$ cat config.mk
export PLATFORM = sky130hd
export DESIGN_NAME = dbpe_emit
export DESIGN_NICKNAME = d
export VERILOG_FILES = /design/src/rtl/dbpe_pkg.sv /design/src/rtl/dbpe_emit.sv
export SDC_FILE = /design/constraint.sdc
export NUM_CORES = 1
export LEC_CHECK = 0
export BUFFER_PORTS_ARGS = -buffer_cell sky130_fd_sc_hd__buf_2
export CORE_UTILIZATION = 50
export DETAILED_ROUTE_END_ITERATION = 10
export HOLD_SLACK_MARGIN = 0.1
export PLACE_DENSITY = 0.86
export SLEW_MARGIN = 20
export SYNTH_ARGS = -nofsm -noshare
export SYNTH_HDL_FRONTEND = slang
export SYNTH_SLANG_ARGS = --single-unit
$ cat constraint.sdc
create_clock -name clock -period 3.3 [get_ports clock]
set_clock_uncertainty 0.2 [all_clocks]
set_input_delay 0 -clock clock [delete_from_list [all_inputs] [get_ports clock]]
set_output_delay 0 -clock clock [all_outputs]
set_load 0.02 [all_outputs]
$ cat src/rtl/dbpe_pkg.sv
package dbpe_pkg;

   localparam int COLUMNS     = 1024;
   localparam int ROW_LIMIT   = 2048;
   localparam int ENTRIES     = 3 * COLUMNS;
   localparam int ADDR_W      = $clog2(ENTRIES);

   localparam int BAND_PERIOD = 23;
   localparam int THRESHOLD   = 128;
   localparam int FULL_SCALE  = 256;

   localparam int ERR_W       = 9;
   localparam int BAND_W      = 24;
   localparam int SUM_W       = 11;
   localparam int WORD_W      = ERR_W + BAND_W;

   localparam int MOD_SHIFT   = 16;
   localparam int MOD_MUL     = (1 << MOD_SHIFT) / BAND_PERIOD + 1;

   localparam logic [1:0] PRI_YELLOW  = 2'd0;
   localparam logic [1:0] PRI_MAGENTA = 2'd1;
   localparam logic [1:0] PRI_CYAN    = 2'd2;

   localparam logic [7:0] BYTE_ESC = 8'h1B;
   localparam logic [7:0] BYTE_EM  = 8'h19;
   localparam logic [7:0] BYTE_PCT = 8'h25;
   localparam logic [7:0] BYTE_O   = 8'h4F;
   localparam logic [7:0] BYTE_CR  = 8'h0D;
   localparam logic [7:0] BYTE_LF  = 8'h0A;

   // byte slots of one request, in emit order
   localparam int SEQ_LEN = 12;
   localparam logic [3:0] SEQ_INIT_ESC = 4'd0;
   localparam logic [3:0] SEQ_INIT_EM  = 4'd1;
   localparam logic [3:0] SEQ_GFX_ESC  = 4'd2;
   localparam logic [3:0] SEQ_GFX_PCT  = 4'd3;
   localparam logic [3:0] SEQ_GFX_O    = 4'd4;
   localparam logic [3:0] SEQ_LEN_LO   = 4'd5;
   localparam logic [3:0] SEQ_LEN_HI   = 4'd6;
   localparam logic [3:0] SEQ_BAND_HI  = 4'd7;
   localparam logic [3:0] SEQ_BAND_MID = 4'd8;
   localparam logic [3:0] SEQ_BAND_LO  = 4'd9;
   localparam logic [3:0] SEQ_CR       = 4'd10;
   localparam logic [3:0] SEQ_LF       = 4'd11;

   typedef struct packed {
      logic              en;
      logic [ADDR_W-1:0] addr;
      logic [ERR_W-1:0]  err;
      logic [BAND_W-1:0] band;
   } store_write_type;

   typedef struct packed {
      logic [SEQ_LEN-1:0] mask;
      logic [10:0]        len;
      logic [BAND_W-1:0]  band;
   } emit_load_type;

endpackage

$ cat src/rtl/dbpe_emit.sv
module dbpe_emit (
   input  logic                     clock,
   input  logic                     reset,
   input  logic                     load,
   input  dbpe_pkg::emit_load_type  load_data,
   input  logic                     rsp_stall,
   output logic                     free,
   output logic                     rsp_valid,
   output logic [7:0]               rsp_out_byte,
   output logic                     rsp_last
);
   import dbpe_pkg::*;

   logic               valid_ff, valid_in;
   logic [SEQ_LEN-1:0] rem_ff, rem_in;
   logic [10:0]        len_ff;
   logic [BAND_W-1:0]  band_ff;

   logic [3:0]         pos;
   logic [SEQ_LEN-1:0] low_bit;
   logic               accept;

   always_comb begin
      pos = '0;
      for (int i = SEQ_LEN - 1; i >= 0; i--) begin
         if (rem_ff[i]) begin
            pos = 4'(i);
         end
      end
      low_bit  = rem_ff & (~rem_ff + 1'b1);
      rsp_last = ((rem_ff & (rem_ff - 1'b1)) == '0);
      accept   = valid_ff && !rsp_stall;
      free     = !valid_ff || (accept && rsp_last);

      unique case (pos)
         SEQ_INIT_ESC: rsp_out_byte = BYTE_ESC;
         SEQ_INIT_EM:  rsp_out_byte = BYTE_EM;
         SEQ_GFX_ESC:  rsp_out_byte = BYTE_ESC;
         SEQ_GFX_PCT:  rsp_out_byte = BYTE_PCT;
         SEQ_GFX_O:    rsp_out_byte = BYTE_O;
         SEQ_LEN_LO:   rsp_out_byte = len_ff[7:0];
         SEQ_LEN_HI:   rsp_out_byte = {5'b00000, len_ff[10:8]};
         SEQ_BAND_HI:  rsp_out_byte = band_ff[23:16];
         SEQ_BAND_MID: rsp_out_byte = band_ff[15:8];
         SEQ_BAND_LO:  rsp_out_byte = band_ff[7:0];
         SEQ_CR:       rsp_out_byte = BYTE_CR;
         SEQ_LF:       rsp_out_byte = BYTE_LF;
         default:      rsp_out_byte = 8'h00;
      endcase

      valid_in = valid_ff;
      rem_in   = rem_ff;
      if (load) begin
         valid_in = 1'b1;
         rem_in   = load_data.mask;
      end else if (accept) begin
         rem_in = rem_ff & ~low_bit;
         if (rsp_last) begin
            valid_in = 1'b0;
         end
      end
   end

   always_ff @(posedge clock) begin
      if (reset) begin
         valid_ff <= 1'b0;
         rem_ff   <= '0;
      end else begin
         valid_ff <= valid_in;
         rem_ff   <= rem_in;
      end
      if (load) begin
         len_ff  <= load_data.len;
         band_ff <= load_data.band;
      end
   end

   assign rsp_valid = valid_ff;

endmodule

==> flow_metrics.env <==
export IMPL_reg2reg_slack_ps=220
export IMPL_p_per_area_nw_per_um2=455
export IMPL_critical_path_required_ps=3300
export IMPL_run_status="finished, final reports clean"
export IMPL_grt_pass1_vias=2288
export IMPL_worst_path_max_fanout=10
export IMPL_synth_nets=275
export IMPL_clockPowerShare=0.274
export IMPL_clockBufferDepth=2
export IMPL_power_leakage_uw=0.00134
export IMPL_tns_ps=0
export IMPL_place_congestion=0.849
export IMPL_syn_cell_area_um2=2330
export IMPL_die_area_um2=4930
export IMPL_drtIter0Drc=327
export IMPL_yosysWarnings=0
export IMPL_cp_slowest_stage_delay_ps=760
export IMPL_worst_slew_pin_transition_ps=820
export IMPL_cts_made_buffers=5
export IMPL_cts_clk_slew_worst_paths_ps=90
export IMPL_grt_max_degree=55
export IMPL_start_util=0.527
export IMPL_placementRows=24
export IMPL_synth_seq_cells=48
export IMPL_endpoint="rem_ff[11]$_SDFFE_PP0P_"
export IMPL_clock_latency_ps=300
export IMPL_path_depth=6
export IMPL_yosysTopAreaCell="edfxtp_1"
export IMPL_drv_slew=0
export IMPL_grt_usage=0.276
export IMPL_switching_share=0.288
export IMPL_ys_flop_type="edfxtp_1"
export IMPL_path_buf_inv=1
export IMPL_fin_crit_sh=0.932
export IMPL_min_period_ps=3080
export IMPL_combPwrFrac=0.255
export IMPL_yosysTopAreaCellShare=0.451
export IMPL_yosys_top_cells_area="edfxtp_1 (45%), dfxtp_1 (11%), a21oi_1 (5.2%)"
export IMPL_slowest_stage="or4_1"
export IMPL_cp_end_kind="flop"
export IMPL_h_tree_depth=2
export IMPL_ff2ff_path_depth=6
export IMPL_worstSetupStartpoint="rem_ff[4]$_SDFFE_PP0P_"
export IMPL_critical_path_class="reg2reg"
export IMPL_cp_arrival_ps=3070
export IMPL_cts_setup_buffers=0
export IMPL_io_buffers=61
export IMPL_wire_per_inst_um=16.2
export IMPL_syn_avg_cell_area_um2=10.4
export IMPL_drt_total_wl_mm=6.38
export IMPL_start_kind="flop"
export IMPL_fp_dieH_um=70.2
export IMPL_power_switching_uw=442
export IMPL_p_int_uw=1090
export IMPL_synth_edf_count=35
export IMPL_clock_sinks=48
export IMPL_clock_fmax_mhz=325
export IMPL_antenna_found_initial=0
export IMPL_vias=2364
export IMPL_ys_seq_area_frac=0.563
export IMPL_viasPerCell=6.02
export IMPL_crit_chain="or4_1, or3_4, or3_4, o211ai_2, a21oi_1, dlygate4sd3_1"
export IMPL_hpwl_mm=3.46
export IMPL_grt_pass1_wl_mm=10.6
export IMPL_tritoncts="done"
export IMPL_p_seq_frac=0.472
export IMPL_met2_usage=0.465
export IMPL_fin_nets=391
export IMPL_setup_viol=0
export IMPL_max_cap_violations=0
export IMPL_core_area_um2=4410
export IMPL_grt_setup_unrepaired="false"
export IMPL_area_growth_pct=44.8
export IMPL_p_total_uw=1540
export IMPL_grt_busiest_layer="met2"
export IMPL_cts_repair_resized=0
export IMPL_antenna_cells=0
export IMPL_hold_viol=0
export IMPL_met3_usage=0.0722
export IMPL_ir_drop_mv=0.333
export IMPL_hold_path_class="in2reg"
export IMPL_drt_pass1_iter_count=5
export IMPL_synth_cells=224
export IMPL_timing_rr_end="rem_ff[11]$_SDFFE_PP0P_"
export IMPL_grt_use_met1=0.321
export IMPL_r2r_start="rem_ff[4]$_SDFFE_PP0P_"
export IMPL_drc_errors=0
export IMPL_crit_top_cell="or3_4"
export IMPL_clockRootBuffer="clkbuf_8"
export IMPL_drive_gt1_frac=0.229
export IMPL_relSlewSlack=0.448
export IMPL_antenna_left=0
export IMPL_yosysUniqueCellTypes=46
export IMPL_async_flop_share=0
export IMPL_io_pin_count=62
export IMPL_overflow=0
export IMPL_critical_path_top_delay_family="simple AND/OR/NAND/NOR gates"
export IMPL_die_w_um=70.2
-- cells in the mapped netlist (all sizes together) (4+ instances only) --
cell,count
a21oi,24
buf,5
clkbuf,11
dfxtp,13
edfxtp,35
inv,5
nand2,15
nand3,11
nor2,25
nor3,5
nor4,4
o211ai,6
o21ai,11
or3,5
or4,5
-- routing by layer --
metal / up-vias / share of wire
met2: 127 / 0.51
met1: 1122 / 0.38
met3: 25 / 0.075
li1: 1090 / -
met5: - / 0
met4: 0 / 0.033
-- cell type report --
type | count | area [um2]
clock buffer | 5 | 68.8
fill | 271 | 1040
timing repair buffer | 125 | 938
multi-input combinational | 155 | 927
clock inverter | 3 | 42.5
inverter | 5 | 18.8
sequential | 48 | 1310
tap | 52 | 65.1
-- cell families after synthesis --
family                 after synthesis  synth area share
AOI/OAI and AO/OA                   70             0.206
buffers and inverters               21            0.0387
DFF                                 48             0.563
muxes                                3            0.0129
and+or+nand+nor                     82             0.179
-- sequential cells by signal, indices dropped and copies added (netlist names) --
signal     flops
band_ff       24
rsp_valid      1
len_ff        11
rem_ff        12
-- how the worst min path moves through the flow --
stage	from	endpoint	slack, ps	cells after the start
after floorplan	reset	rem_ff[2]$_SDFFE_PP0P_	-130	1
after global routing	load	len_ff[5]$_DFFE_PP_	180	2
after global placement	load_data[1]	band_ff[1]$_DFFE_PP_	-20	1
after detailed placement	load_data[30]	len_ff[6]$_DFFE_PP_	-20	1
after CTS	load	band_ff[23]$_DFFE_PP_	140	2
final	load	band_ff[2]$_DFFE_PP_	140	2
-- timing repair --
| action | in CTS | in global routing |
|---|---|---|
| endpoints found under the setup margin | 0 | 0 |
| endpoints found under the hold margin | 48 | 0 |
| hold buffers | 61 | 0 |
-- layout by cell type, fill, tap and decap left out, drive strengths merged, types with 3 or more instances in the layout --
master and instances:
or3 5, nor3 5, nor4 4, nand3b 3, buf 64, dfxtp 13, nand2b 3, mux2i 3
nor2 25, a21oi 24, o21ai 11, dlygate4sd3 61, nand2 15, inv 5, clkbuf 5, edfxtp 35
a311o 3, nand3 11, or4 5, o311ai 3, o211ai 6
-- stage by stage --
stage | utilization | hold slack (ps) | worst slack, ps | cell area [um2] | instances
finish | 0.764 | 141 | 225 | 3370 | 393
global route | 0.764 | 177 | 120 | 3370 | 393
CTS | 0.764 | 145 | 273 | 3370 | 393
detailed placement | 0.600 | -21.9 | 767 | 2650 | 324
global placement | 0.600 | -23.7 | 774 | 2650 | 324
floorplan | - | -131 | 954 | 2330 | 224
-- power by group through the flow --
stage / Clock [uW] / Combinational [uW] / Sequential, uW
after floorplan: 0 / 222 / 723
after global placement: 0 / 313 / 734
after detailed placement: 0 / 317 / 735
after CTS: 425 / 374 / 722
after global routing: 450 / 422 / 729
final: 420 / 391 / 724
Note: power is estimated with default switching activity, not from simulation.
