$ cat src/rtl/dbpe_pkg.sv
package dbpe_pkg;

   localparam int COLUMNS     = 1024;
   localparam int ROW_LIMIT   = 2048;
   localparam int ENTRIES     = 3 * COLUMNS;
   localparam int ADDR_W      = $clog2(ENTRIES);

   localparam int BAND_PERIOD = 23;
   localparam int THRESHOLD   = 128;
   localparam int FULL_SCALE  = 256;

   localparam int ERR_W       = 9;
   localparam int BAND_W      = 24;
   localparam int SUM_W       = 11;
   localparam int WORD_W      = ERR_W + BAND_W;

   localparam int MOD_SHIFT   = 16;
   localparam int MOD_MUL     = (1 << MOD_SHIFT) / BAND_PERIOD + 1;

   localparam logic [1:0] PRI_YELLOW  = 2'd0;
   localparam logic [1:0] PRI_MAGENTA = 2'd1;
   localparam logic [1:0] PRI_CYAN    = 2'd2;

   localparam logic [7:0] BYTE_ESC = 8'h1B;
   localparam logic [7:0] BYTE_EM  = 8'h19;
   localparam logic [7:0] BYTE_PCT = 8'h25;
   localparam logic [7:0] BYTE_O   = 8'h4F;
   localparam logic [7:0] BYTE_CR  = 8'h0D;
   localparam logic [7:0] BYTE_LF  = 8'h0A;

   // byte slots of one request, in emit order
   localparam int SEQ_LEN = 12;
   localparam logic [3:0] SEQ_INIT_ESC = 4'd0;
   localparam logic [3:0] SEQ_INIT_EM  = 4'd1;
   localparam logic [3:0] SEQ_GFX_ESC  = 4'd2;
   localparam logic [3:0] SEQ_GFX_PCT  = 4'd3;
   localparam logic [3:0] SEQ_GFX_O    = 4'd4;
   localparam logic [3:0] SEQ_LEN_LO   = 4'd5;
   localparam logic [3:0] SEQ_LEN_HI   = 4'd6;
   localparam logic [3:0] SEQ_BAND_HI  = 4'd7;
   localparam logic [3:0] SEQ_BAND_MID = 4'd8;
   localparam logic [3:0] SEQ_BAND_LO  = 4'd9;
   localparam logic [3:0] SEQ_CR       = 4'd10;
   localparam logic [3:0] SEQ_LF       = 4'd11;

   typedef struct packed {
      logic              en;
      logic [ADDR_W-1:0] addr;
      logic [ERR_W-1:0]  err;
      logic [BAND_W-1:0] band;
   } store_write_type;

   typedef struct packed {
      logic [SEQ_LEN-1:0] mask;
      logic [10:0]        len;
      logic [BAND_W-1:0]  band;
   } emit_load_type;

endpackage

$ cat src/rtl/dbpe_diffuse.sv
module dbpe_diffuse (
   input  logic                          clock,
   input  logic                          reset,
   input  logic                          req_accept,
   input  logic [1:0]                    req_primary,
   input  logic [9:0]                    req_column,
   input  logic [7:0]                    req_intensity,
   input  logic [10:0]                   req_row,
   input  logic [10:0]                   req_line_length,
   input  logic [dbpe_pkg::ERR_W-1:0]    rd_err,
   input  logic [dbpe_pkg::BAND_W-1:0]   rd_band,
   input  logic                          emit_free,
   output logic [dbpe_pkg::ADDR_W-1:0]   rd_addr,
   output logic                          hold,
   output dbpe_pkg::store_write_type     wr,
   output logic                          emit_load,
   output dbpe_pkg::emit_load_type       emit_data
);
   import dbpe_pkg::*;

   // request decode
   logic              req_skip;
   logic [22:0]       mod_prod;
   logic [6:0]        mod_quot;
   logic [10:0]       mod_rem;
   logic [10:0]       mod_fix;
   int                base;

   always_comb begin
      req_skip = (req_primary > PRI_CYAN) || (int'(req_column) >= COLUMNS)
         || (int'(req_row) >= ROW_LIMIT);
      case (req_primary)
         PRI_YELLOW:  base = 0;
         PRI_MAGENTA: base = COLUMNS;
         default:     base = 2 * COLUMNS;
      endcase
      rd_addr  = ADDR_W'(base + int'(req_column));
      mod_prod = 23'(req_row) * 23'(MOD_MUL);
      mod_quot = mod_prod[22:MOD_SHIFT];
      mod_rem  = req_row - 11'(11'(mod_quot) * 11'(BAND_PERIOD));
      mod_fix  = (mod_rem >= 11'(BAND_PERIOD)) ? mod_rem - 11'(BAND_PERIOD) : mod_rem;
   end

   // stage registers
   logic              s1_valid_ff, s1_valid_in;
   logic              s1_skip_ff;
   logic [1:0]        s1_pri_ff;
   logic [ADDR_W-1:0] s1_addr_ff;
   logic [9:0]        s1_col_ff;
   logic [7:0]        s1_int_ff;
   logic [4:0]        s1_bpos_ff;
   logic [10:0]       s1_len_ff;
   logic [ERR_W-1:0]  run_ff [3];

   logic                     band_row;
   logic                     advance;
   logic [ERR_W-1:0]         run_err;
   logic signed [SUM_W-1:0]  sum;
   logic signed [SUM_W-1:0]  adj;
   logic signed [SUM_W-1:0]  half;
   logic                     dot;
   logic [BAND_W-1:0]        band_or;
   logic                     line_end;
   logic                     first_col;

   always_comb begin
      band_row = (s1_bpos_ff == 5'd0);
      advance  = s1_valid_ff && (s1_skip_ff || !band_row || emit_free);
      hold     = s1_valid_ff && !advance;

      case (s1_pri_ff)
         PRI_YELLOW:  run_err = run_ff[0];
         PRI_MAGENTA: run_err = run_ff[1];
         default:     run_err = run_ff[2];
      endcase

      sum  = SUM_W'($signed(run_err)) + $signed({3'b000, s1_int_ff})
         + SUM_W'($signed(rd_err));
      dot  = (sum < SUM_W'(THRESHOLD));
      adj  = dot ? sum : sum - SUM_W'(FULL_SCALE);
      half = (adj + SUM_W'({{(SUM_W-1){1'b0}}, adj[SUM_W-1]})) >>> 1;

      band_or = rd_band | (BAND_W'(dot) << s1_bpos_ff);

      wr.en   = advance && !s1_skip_ff;
      wr.addr = s1_addr_ff;
      wr.err  = half[ERR_W-1:0];
      wr.band = band_row ? {band_or[0], {(BAND_W-1){1'b0}}} : band_or;

      first_col = (s1_col_ff == 10'd0);
      line_end  = (s1_len_ff != 11'd0) && ({1'b0, s1_col_ff} == s1_len_ff - 11'd1);

      emit_load            = advance && !s1_skip_ff && band_row;
      emit_data.len        = s1_len_ff;
      emit_data.band       = band_or;
      emit_data.mask       = '0;
      emit_data.mask[SEQ_INIT_ESC] = first_col && (s1_pri_ff == PRI_YELLOW);
      emit_data.mask[SEQ_INIT_EM]  = first_col && (s1_pri_ff == PRI_YELLOW);
      emit_data.mask[SEQ_GFX_ESC]  = first_col;
      emit_data.mask[SEQ_GFX_PCT]  = first_col;
      emit_data.mask[SEQ_GFX_O]    = first_col;
      emit_data.mask[SEQ_LEN_LO]   = first_col;
      emit_data.mask[SEQ_LEN_HI]   = first_col;
      emit_data.mask[SEQ_BAND_HI]  = 1'b1;
      emit_data.mask[SEQ_BAND_MID] = 1'b1;
      emit_data.mask[SEQ_BAND_LO]  = 1'b1;
      emit_data.mask[SEQ_CR]       = line_end;
      emit_data.mask[SEQ_LF]       = line_end && (s1_pri_ff == PRI_CYAN);

      s1_valid_in = req_accept ? 1'b1 : (advance ? 1'b0 : s1_valid_ff);
   end

   always_ff @(posedge clock) begin
      if (reset) begin
         s1_valid_ff <= 1'b0;
         run_ff[0]   <= '0;
         run_ff[1]   <= '0;
         run_ff[2]   <= '0;
      end else begin
         s1_valid_ff <= s1_valid_in;
         if (wr.en) begin
            case (s1_pri_ff)
               PRI_YELLOW:  run_ff[0] <= wr.err;
               PRI_MAGENTA: run_ff[1] <= wr.err;
               default:     run_ff[2] <= wr.err;
            endcase
         end
      end
      if (req_accept) begin
         s1_skip_ff <= req_skip;
         s1_pri_ff  <= req_primary;
         s1_addr_ff <= rd_addr;
         s1_col_ff  <= req_column;
         s1_int_ff  <= req_intensity;
         s1_bpos_ff <= mod_fix[4:0];
         s1_len_ff  <= req_line_length;
      end
   end

endmodule

$ cat config.mk
export PLATFORM = sky130hd
export DESIGN_NAME = dbpe_diffuse
export DESIGN_NICKNAME = d
export VERILOG_FILES = /design/src/rtl/dbpe_pkg.sv /design/src/rtl/dbpe_diffuse.sv
export SDC_FILE = /design/constraint.sdc
export NUM_CORES = 1
export LEC_CHECK = 0
export CORE_UTILIZATION = 55
export DETAILED_ROUTE_END_ITERATION = 6
export DONT_BUFFER_PORTS = 1
export PLACE_DENSITY = 0.79
export SETUP_SLACK_MARGIN = 0.4
export SLEW_MARGIN = 20
export SYNTH_ARGS = -nofsm -noshare
export SYNTH_HDL_FRONTEND = slang
export SYNTH_SLANG_ARGS = --single-unit
export TNS_END_PERCENT = 50
$ cat constraint.sdc
create_clock -name clock -period 13.1 [get_ports clock]
set_input_delay 1.31 -clock clock [delete_from_list [all_inputs] [get_ports clock]]
set_output_delay 1.31 -clock clock [all_outputs]
set_load 0.05 [all_outputs]
==> impl_results.md, run 1 <==
- Status: complete, no violations
- Count leader, synth: inv_1
- Slowest cell on crit path: xnor2_1
- Post-CTS setup buffer count: 0
- F_max: 0.106 GHz
- Die width: 114 um
- Reg-to-Reg Start: s1_pri_ff[0]$_DFFE_PP_
- Max Used Layer: met4
- Reg2Reg Depth: 21
- Met3 wire len: 814 um
- HP Start: s1_valid_ff$_SDFFE_PP0P_
- Post-synthesis sequential area ratio: 0.289
- Met2 wire len: 7400 um
- Vias in the first global route: 5,018
- Hold path depth: 4
- Drt pass-1 iters: 5
- Setup TNS: 0 ps
- Die height: 114 um
- Reg2reg setup slack: 6970 ps
- Final period util: 0.722
- Worst Hold End: s1_valid_ff$_SDFFE_PP0P_
- Routability cong.: 0.839
- Crit Path Class: input port to flop
- Synth area leaders: edfxtp_1 29%, ha_1 18%, fa_1 12%
- Total grt overflow: 0
- Largest stage delay, worst path: 550 ps
- Clock sink count: 67
- Starting DRT DRC Count: 210
- Remaining antenna violation count: 0
- Port bufs: 0
- Htree depth: 3
- GRT Util Overall: 0.228
- Initial Utilization: 0.570
- WP data required: 13,170 ps
- Root Driver: clkbuf_16
- Largest net degree at the start of global routing: 41
- Mapped Area: 6940 um^2
- Top cell type's share of synthesized area: 0.286
- I/O pins: 186
- Slew headroom: 0.236
- Area delta synth->final: 5.48%
- FF-to-FF End: run_ff[0][12]$_DFFE_PP_
- Final Max Slew Viols: 0
- Final wirelength: 14,600 um
- Nets: 907
- Row count: 40
- Worst Path Max Fanout: 6
- CORE AREA: 12,200 um^2
- Detail Placement HPWL: 12,200 um
- Drt drc: 0
- Initial antenna violation count: 2
- Share of layout cells above drive strength 1: 0.0707
- Final min period: 9450 ps
- Seq cells post-synth: 67
- Async set-reset flop share out of synthesis: 0
- Post-CTS Hold Buffers: 0
- Num CTS Buffers: 9
- Largest area contributor in the netlist: edfxtp_1
- Least-Margin Pin Slew: 1140 ps
- Synthesized instance count: 696
- CP Capture Type: flop
- # resized after CTS: 0
- Die Area: 13,100 um^2
- Worst Path Arrival: 9520 ps
- Avg Cell Area, Syn: 9.96 um^2
- Top cells by instance count after synthesis: 119 x inv_1, 99 x ha_1, 66 x edfxtp_1
- EDFF count, synth: 66
- First-pass GRT wire length: 23,200 um
- CP Launch Type: input port
- Post-synth top flop: edfxtp_1
- M1 wire length: 5920 um
- HP Class: flop to flop
- Clock Skew: 7.91 ps
- Unrepaired setup endpoints after global routing: false
- Maximum clock path buffer count: 2
- Synth Warn #: 0
- Clk slew on worst S/H paths: 50 ps
- Vias per cell: 5.71
- Post-synthesis cell type count: 58
- Most used cell along the critical path: ha_1
- Clock tree from TritonCTS: done
- Drt wl/cell: 16.9 um
- Via count: 4,928
- Clk_lat worst skew: 330 ps
- Final Hold Fails: 0
- Max-cap violations: 0
- Finish-stage setup viols: 0
-- flip-flops by register name, indices dropped and copies added (netlist names) --
name,cells
s1_valid_ff,1
s1_pri_ff,2
s1_addr_ff,12
s1_bpos_ff,5
s1_len_ff,11
run_ff,27
s1_skip_ff,1
s1_int_ff,8
-- stage by stage --
stage / setup slack, ps / hold WS, ps / std cells / util / area (um^2)
after CTS: 3730 / 898 / 861 / 0.601 / 7310
after floorplan: 4110 / 834 / 698 / - / 6940
after global routing: 3160 / 960 / 863 / 0.602 / 7320
final: 3650 / 895 / 863 / 0.602 / 7320
after global placement: 3760 / 873 / 845 / 0.580 / 7050
after detailed placement: 3400 / 889 / 845 / 0.580 / 7050
-- cell usage in the layout (no fill, tap or decap), types with 3 or more instances in the layout --
cell	Yosys	routed
a21o_1	20	20
a21oi_1	26	26
a31o_2	11	11
and2_1	18	18
buf_4	20	8
clkbuf_16	0	9
clkinv_2	0	4
conb_1	1	3
edfxtp_1	66	66
fa_1	41	41
ha_1	99	99
inv_1	119	119
mux2i_1	13	13
nand2_1	33	33
nand2b_1	13	13
nand3_1	7	7
nor2_1	37	37
nor2b_1	12	12
nor3_1	14	12
nor3_2	2	4
nor4_1	4	3
o211ai_1	3	3
o21ai_0	16	11
o21ai_1	0	5
o21bai_1	10	10
o31ai_1	4	4
or3_1	6	6
or4_1	5	5
xnor2_1	33	33
xor2_1	19	19
-- cell families (layout without fill, tap and decap cells) --
| group | Yosys count | count (layout) | share of synthesized area |
|---|---|---|---|
| other cells | 1 | 5 | 0.000541 |
| compound gates | 108 | 108 | 0.110 |
| mux | 15 | 15 | 0.0220 |
| flops | 67 | 67 | 0.289 |
| fa+ha+maj | 140 | 140 | 0.297 |
| buf+inv | 148 | 143 | 0.0909 |
| simple gates | 165 | 165 | 0.125 |
| xor+xnor | 52 | 52 | 0.0657 |
-- how the worst max path moves through the flow --
stage                    start                 endpoint  cells past startpoint
CTS                 req_row[4]  s1_bpos_ff[1]$_DFFE_PP_                     32
finish              req_row[4]  s1_bpos_ff[1]$_DFFE_PP_                     32
global route        req_row[3]  s1_bpos_ff[1]$_DFFE_PP_                     32
global placement    req_row[4]  s1_bpos_ff[1]$_DFFE_PP_                     32
detailed placement  req_row[4]  s1_bpos_ff[1]$_DFFE_PP_                     32
floorplan           req_row[4]  s1_bpos_ff[1]$_DFFE_PP_                     32
-- metal layers --
metal / global-route usage / vias to the layer above
li1: - / 2339
met1: 0.254 / 2394
met2: 0.425 / 163
met3: 0.0439 / 32
met4: 0.0944 / 0
met5: 0 / -
-- critical path, delay by kind of cell --
family | cells | cell delay (ps)
AND/OR/NAND/NOR | 7 | 1610
AO/OA/AOI/OAI | 5 | 990
adder cells (fa/ha/maj) | 10 | 3820
buffers and inverters | 4 | 200
XOR/XNOR | 5 | 1250
multiplexers | 1 | 350
-- area by class of cell --
class,count,area (um^2)
well taps,168,210
multi-input cells,483,4330
inverters,119,447
diodes,2,5.00
fillers,988,4850
repair buffers,8,60.1
clock inverters,7,35.0
flip-flops and latches,67,2000
clock buffers,9,225
Power of run 1 is left out: the tool's default activity adds up to more than one toggle a clock period on the data nets, which glitch-free logic cannot reach.
==> run 2, diff against run 1 <==
--- a/config.mk
+++ b/config.mk
@@ -5,10 +5,11 @@
 export SDC_FILE = /design/constraint.sdc
 export NUM_CORES = 1
 export LEC_CHECK = 0
+export ABC_AREA = 1
 export CORE_UTILIZATION = 55
 export DETAILED_ROUTE_END_ITERATION = 6
 export DONT_BUFFER_PORTS = 1
-export PLACE_DENSITY = 0.79
+export PLACE_DENSITY = 0.82
 export SETUP_SLACK_MARGIN = 0.4
 export SLEW_MARGIN = 20
 export SYNTH_ARGS = -nofsm -noshare
==> constraint.sdc (replaced) <==
create_clock -name clock -period 7.67 [get_ports clock]
set_input_delay 0.767 -clock clock [delete_from_list [all_inputs] [get_ports clock]]
set_output_delay 0.767 -clock clock [all_outputs]
set_load 0.05 [all_outputs]
==> run 2 against run 1 <==
The flow now finishes with violations (design-rule violations). Sequential share of layout area down 3.3 points. Non-clock buffer count is 9 higher. Synthesized cell count up 28%. Cell count up 25%. Hold slack lost 390 ps. Synthesized area grew 7.2%. Utilization increased by 2.8 points. Flip-flop and latch count stayed put. Setup slack worse by 3100 ps. Global-route usage grew 1.5 points. First-iteration DRC count rose by 80%. Largest cell class unchanged.
==> impl_results.md, run 2 <==
- Largest stage delay, worst path: 550 ps
- Max-cap violations: 0
- Max reg flops: 27
- Clock Skew: 6.64 ps
- Post-synthesis cell type count: 52
- First-pass GRT wire length: 27,000 um
- Synthesized instance count: 891
- Die width: 118 um
- Synth Warn #: 0
- Post-CTS Hold Buffers: 0
- GRT Util Overall: 0.244
- Biggest regs: run_ff x27, s1_addr_ff x12, s1_len_ff x11
- Top cell type's share of synthesized area: 0.267
- Starting DRT DRC Count: 378
- Status: finished with violations
- Post-synth top flop: edfxtp_1
- M1 wire length: 7200 um
- Remaining antenna violation count: 0
- Worst Path Arrival: 7210 ps
- Drt pass-1 iters: 7
- Port bufs: 0
- Final period util: 0.929
- Most frequent cells in the layout: 199 x inv_1, 150 x nand2_1, 85 x ha_1
- CP Launch Type: input port
- Row count: 42
- CP Capture Type: flop
- I/O pins: 186
- Die Area: 14,000 um^2
- HP Start: reset
- HP Class: input port to flop
- Final min period: 7130 ps
- Worst Path Max Fanout: 7
- Clk slew on worst S/H paths: 60 ps
- Synth area leaders: edfxtp_1 27%, ha_1 17%, fa_1 11%
- Final wirelength: 18,000 um
- Maximum clock path buffer count: 2
- Dpl cells: 1,055
- Drt wl/cell: 16.7 um
- WP data required: 7750 ps
- Max Used Layer: met4
- Clk_lat worst skew: 330 ps
- Top reg by flops: run_ff
- Area delta synth->final: 11.8%
- Slew headroom: 0.212
- Least-Margin Pin Slew: 1190 ps
- Met2 wire len: 9140 um
- Initial Utilization: 0.563
- Count leader, synth: inv_1
- Mapped Area: 7430 um^2
- Final Max Slew Viols: 0
- Vias in the first global route: 5,606
- Slowest cell on crit path: fa_1
- Placement Setup Slack: -65.2 ps
- Crit Path Class: input port to flop
- Drt drc: 2
- Most used cell along the critical path: nand2_1
- Detail Placement HPWL: 14,100 um
- Final setup margin: 541 ps
- Total grt overflow: 0
- Fillers: 1,050
- Async set-reset flop share out of synthesis: 0
- Setup TNS: 0 ps
- Seq cells post-synth: 67
- Via count: 6,000
- Reg-to-Reg Start: s1_pri_ff[1]$_DFFE_PP_
- Setup crit start: req_row[2]
- Htree depth: 3
- Top cells by instance count after synthesis: 202 x inv_1, 158 x nand2_1, 99 x ha_1
- Root Driver: clkbuf_16
- Failing checks: design-rule violations
- Final Hold Fails: 0
- Largest area contributor in the netlist: edfxtp_1
- Post-synthesis sequential area ratio: 0.269
- Clock tree from TritonCTS: done
- Finish-stage setup viols: 0
- Number of diodes: 0
- Initial antenna violation count: 0
- Share of layout cells above drive strength 1: 0.124
- Die height: 118 um
- Final std cells w/o fill: 1,076
- Nets: 1,114
- Met3 wire len: 1190 um
- Num CTS Buffers: 9
- Unrepaired setup endpoints after global routing: false
- EDFF count, synth: 66
- Clock sink count: 67
- Avg Cell Area, Syn: 8.34 um^2
- Routability cong.: 0.904
- Commonest non-fill, non-tap cell in the layout: inv_1
- Largest net degree at the start of global routing: 41
- CORE AREA: 13,200 um^2
- Vias per cell: 5.58
- F_max: 0.140 GHz
==> run 2: cell types whose count changed in the layout (fill, tap and decap cells not counted), sizes merged, moves of 14 or more <==
cell   previous run  this run
nand2            33       164
inv             119       206
nand3             7        45
nor2             38        61
a21o             20         1
a21oi            26        42
and2             18         4
nand4             2        16
==> run 2: routing by layer <==
layer / track usage / up-vias
li1: - / 2858
met1: 0.292 / 2835
met2: 0.449 / 255
met3: 0.0405 / 52
met4: 0.0625 / 0
met5: 0 / -
==> run 2: kinds of logic (layout without fill, tap and decap cells) <==
| kind of cell | count (synthesis) | in the layout | share of synthesized area |
|---|---|---|---|
| buffers and inverters | 232 | 239 | 0.128 |
| xor gates and xnor gates | 40 | 40 | 0.0497 |
| AOI/OAI and AO/OA | 93 | 93 | 0.0791 |
| DFF | 67 | 67 | 0.269 |
| other | 1 | 3 | 0.000505 |
| and+or+nand+nor | 318 | 318 | 0.196 |
| adders and majority gates | 140 | 140 | 0.277 |
==> run 2: worst max-delay path: cells and delay by family <==
family / cells / cell delay (ps)
buf+inv: 6 / 410
compound gates: 5 / 710
xor+xnor: 2 / 330
fa+ha+maj: 10 / 3700
simple gates: 14 / 1250
==> run 2: through the flow <==
step	area, um^2	hold slack [ps]	utilization
floorplan	7470	791	-
global placement	7650	831	0.580
detailed placement	7650	836	0.580
CTS	7960	499	0.604
global route	8310	495	0.630
finish	8310	506	0.630
==> run 2: cell type report <==
| class | count | area (um^2) | area share |
|---|---|---|---|
| clock buffer | 9 | 225 | 0.0271 |
| clock inverter | 7 | 82.6 | 0.00994 |
| inverter | 206 | 773 | 0.0931 |
| multi-input combinational | 594 | 4850 | 0.584 |
| sequential | 67 | 2000 | 0.241 |
| tap | 176 | 220 | 0.0265 |
| timing repair buffer | 17 | 151 | 0.0182 |
==> run 2: timing repair <==
action,CTS,global route
pin swaps,1,15
gates resized for setup,0,49
gates cloned,0,0
setup endpoints to repair,5,5
buffers inserted,1,4
==> run 2: path summary, 6_finish.rpt <==
path                              endpoint  slack [ps]  depth (start not counted)
setup / recovery   s1_bpos_ff[2]$_DFFE_PP_         540                         37
hold / removal    s1_valid_ff$_SDFFE_PP0P_         510                          1
setup reg to reg    run_ff[0][3]$_DFFE_PP_        2340                         22
hold reg to reg   s1_valid_ff$_SDFFE_PP0P_         850                          4
Power of run 2 is left out for the same reason.
==> run 3, diff against run 2 <==
--- a/config.mk
+++ b/config.mk
@@ -6,7 +6,10 @@
 export NUM_CORES = 1
 export LEC_CHECK = 0
 export ABC_AREA = 1
+export CAP_MARGIN = 30
+export CORE_MARGIN = 8
 export CORE_UTILIZATION = 55
+export CTS_BUF_LIST = sky130_fd_sc_hd__clkbuf_16
 export DETAILED_ROUTE_END_ITERATION = 6
 export DONT_BUFFER_PORTS = 1
 export PLACE_DENSITY = 0.82
==> run 3 against run 2 <==
Clock skew up 0.73 ps. Critical endpoint is now s1_bpos_ff[3]$_DFFE_PP_. Routed wire length up 7.8%. Critical path type unchanged. Die area up 25%. Setup slack better by 100 ps. Sequential share of layout area down 0.23 points. The run now ends clean. Largest cell class unchanged. Utilization up 0.35 points. Non-clock buffer count up 17.
==> impl_results.md, run 3 (same netlist as run 2, synthesis figures left out) <==
- CP Launch Type: input port
- Port bufs: 0
- Final Max Slew Viols: 0
- Status: complete, no violations
- Share of layout cells above drive strength 1: 0.133
- Row count: 42
- Final wirelength: 19,400 um
- First-pass GRT wire length: 30,200 um
- CP Capture Type: flop
- Clk slew on worst S/H paths: 50 ps
- Initial Utilization: 0.561
- Least-Margin Pin Slew: 958 ps
- Clock tree from TritonCTS: done
- Most used cell along the critical path: nand2_1
- Final period util: 0.916
- Drt wl/cell: 17.8 um
- Biggest regs: run_ff x27, s1_addr_ff x12, s1_len_ff x11
- Slew headroom: 0.359
- Top reg by flops: run_ff
- Most frequent cells in the layout: 200 x inv_1, 152 x nand2_1, 84 x ha_1
- Clock Skew: 7.37 ps
- Drt drc: 0
- Via count: 6,040
- Die width: 132 um
- HP Class: input port to flop
- Die Area: 17,500 um^2
- Total grt overflow: 0
- I/O pins: 186
- Multi-input gate area: 4830 um^2
- Slowest cell on crit path: fa_1
- Number of diodes: 0
- Detail Placement HPWL: 15,300 um
- Starting DRT DRC Count: 356
- Max reg flops: 27
- CORE AREA: 13,200 um^2
- FF/Latch Area: 2000 um^2
- Final Hold Fails: 0
- Finish-stage setup viols: 0
- GRT Util Overall: 0.212
- Reg2reg setup slack: 2540 ps
- Initial antenna violation count: 2
- Vias in the first global route: 5,923
- WP data required: 7750 ps
- Remaining antenna violation count: 0
- Unrepaired setup endpoints after global routing: false
- Htree depth: 3
- Commonest non-fill, non-tap cell in the layout: inv_1
- Maximum clock path buffer count: 2
- Final min period: 7030 ps
- Largest net degree at the start of global routing: 41
- Vias per cell: 5.53
- Largest stage delay, worst path: 530 ps
- Num CTS Buffers: 9
- Drt pass-1 iters: 5
- Die height: 132 um
- Clock sink count: 67
- Nets: 1,131
- Post-CTS Hold Buffers: 0
- Root Driver: clkbuf_16
- Fin Hold WS: 506 ps
- Worst Path Arrival: 7110 ps
- Crit Path Class: input port to flop
- F_max: 0.142 GHz
- Fillers: 1,043
- Max-cap violations: 0
- Clk_lat worst skew: 330 ps
- Area delta synth->final: 12.9%
- Routability cong.: 0.906
- Worst Path Max Fanout: 7
==> run 3: cell count changes in the layout (fill, tap and decap cells not counted), moves of 2 or more <==
| cell | change |
|---|---|
| nand2_1 | +2 |
| buf_4 | +16 |
| nand3_4 | -2 |
| nand3_1 | +2 |
| clkinv_4 | -2 |
| inv_6 | -3 |
| nand2_2 | -3 |
| nor3_1 | -2 |
| clkinv_1 | +3 |
| nor3_2 | +3 |
==> run 3: layout make-up <==
cell class                      count  area share
Multi-Input combinational cell    594       0.576
Clock inverter                      7     0.00731
Sequential cell                    67       0.239
Tap cell                          176      0.0263
Clock buffer                        9      0.0268
Inverter                          206      0.0922
Timing Repair Buffer               34      0.0328
==> run 3: final timing paths <==
path | from | endpoint | depth (start not counted)
setup / recovery | req_row[2] | s1_bpos_ff[3]$_DFFE_PP_ | 37
hold / removal | reset | s1_valid_ff$_SDFFE_PP0P_ | 1
setup reg to reg | s1_pri_ff[1]$_DFFE_PP_ | run_ff[0][25]$_DFFE_PP_ | 24
hold reg to reg | s1_valid_ff$_SDFFE_PP0P_ | s1_valid_ff$_SDFFE_PP0P_ | 4
==> run 3: worst max-delay path, delay by kind of cell <==
family / cells / cell delay, ps
buffers and inverters: 6 / 370
AOI/OAI and AO/OA: 6 / 890
xor gates and xnor gates: 2 / 360
and+or+nand+nor: 13 / 1050
adders and majority gates: 10 / 3660
==> run 3: timing repair <==
| item | in CTS | in global routing |
|---|---|---|
| setup endpoints to repair | 5 | 5 |
| resized for setup | 0 | 43 |
| buffers inserted | 1 | 4 |
| pin swaps | 1 | 10 |
==> run 3: per-layer routing <==
| layer | global-route usage | share of wire | wire length, um | vias to the layer above |
|---|---|---|---|---|
| met5 | 0 | 0.0014 | 27 | - |
| met4 | 0.0681 | 0.024 | 461 | 4 |
| met3 | 0.0480 | 0.062 | 1200 | 38 |
| met2 | 0.379 | 0.53 | 10200 | 226 |
| met1 | 0.245 | 0.39 | 7500 | 2875 |
| li1 | - | - | - | 2897 |
==> run 3: through the flow <==
stage	setup WS (ps)	TNS (ps)	utilization	area [um^2]	cells
floorplan	415	0	-	7470	893
global placement	189	0	0.577	7640	1054
detailed placement	-46.9	-181	0.587	7770	1072
CTS	424	0	0.609	8070	1089
global route	269	0	0.633	8390	1093
finish	645	0	0.633	8390	1093
Power of run 3 is left out for the same reason.
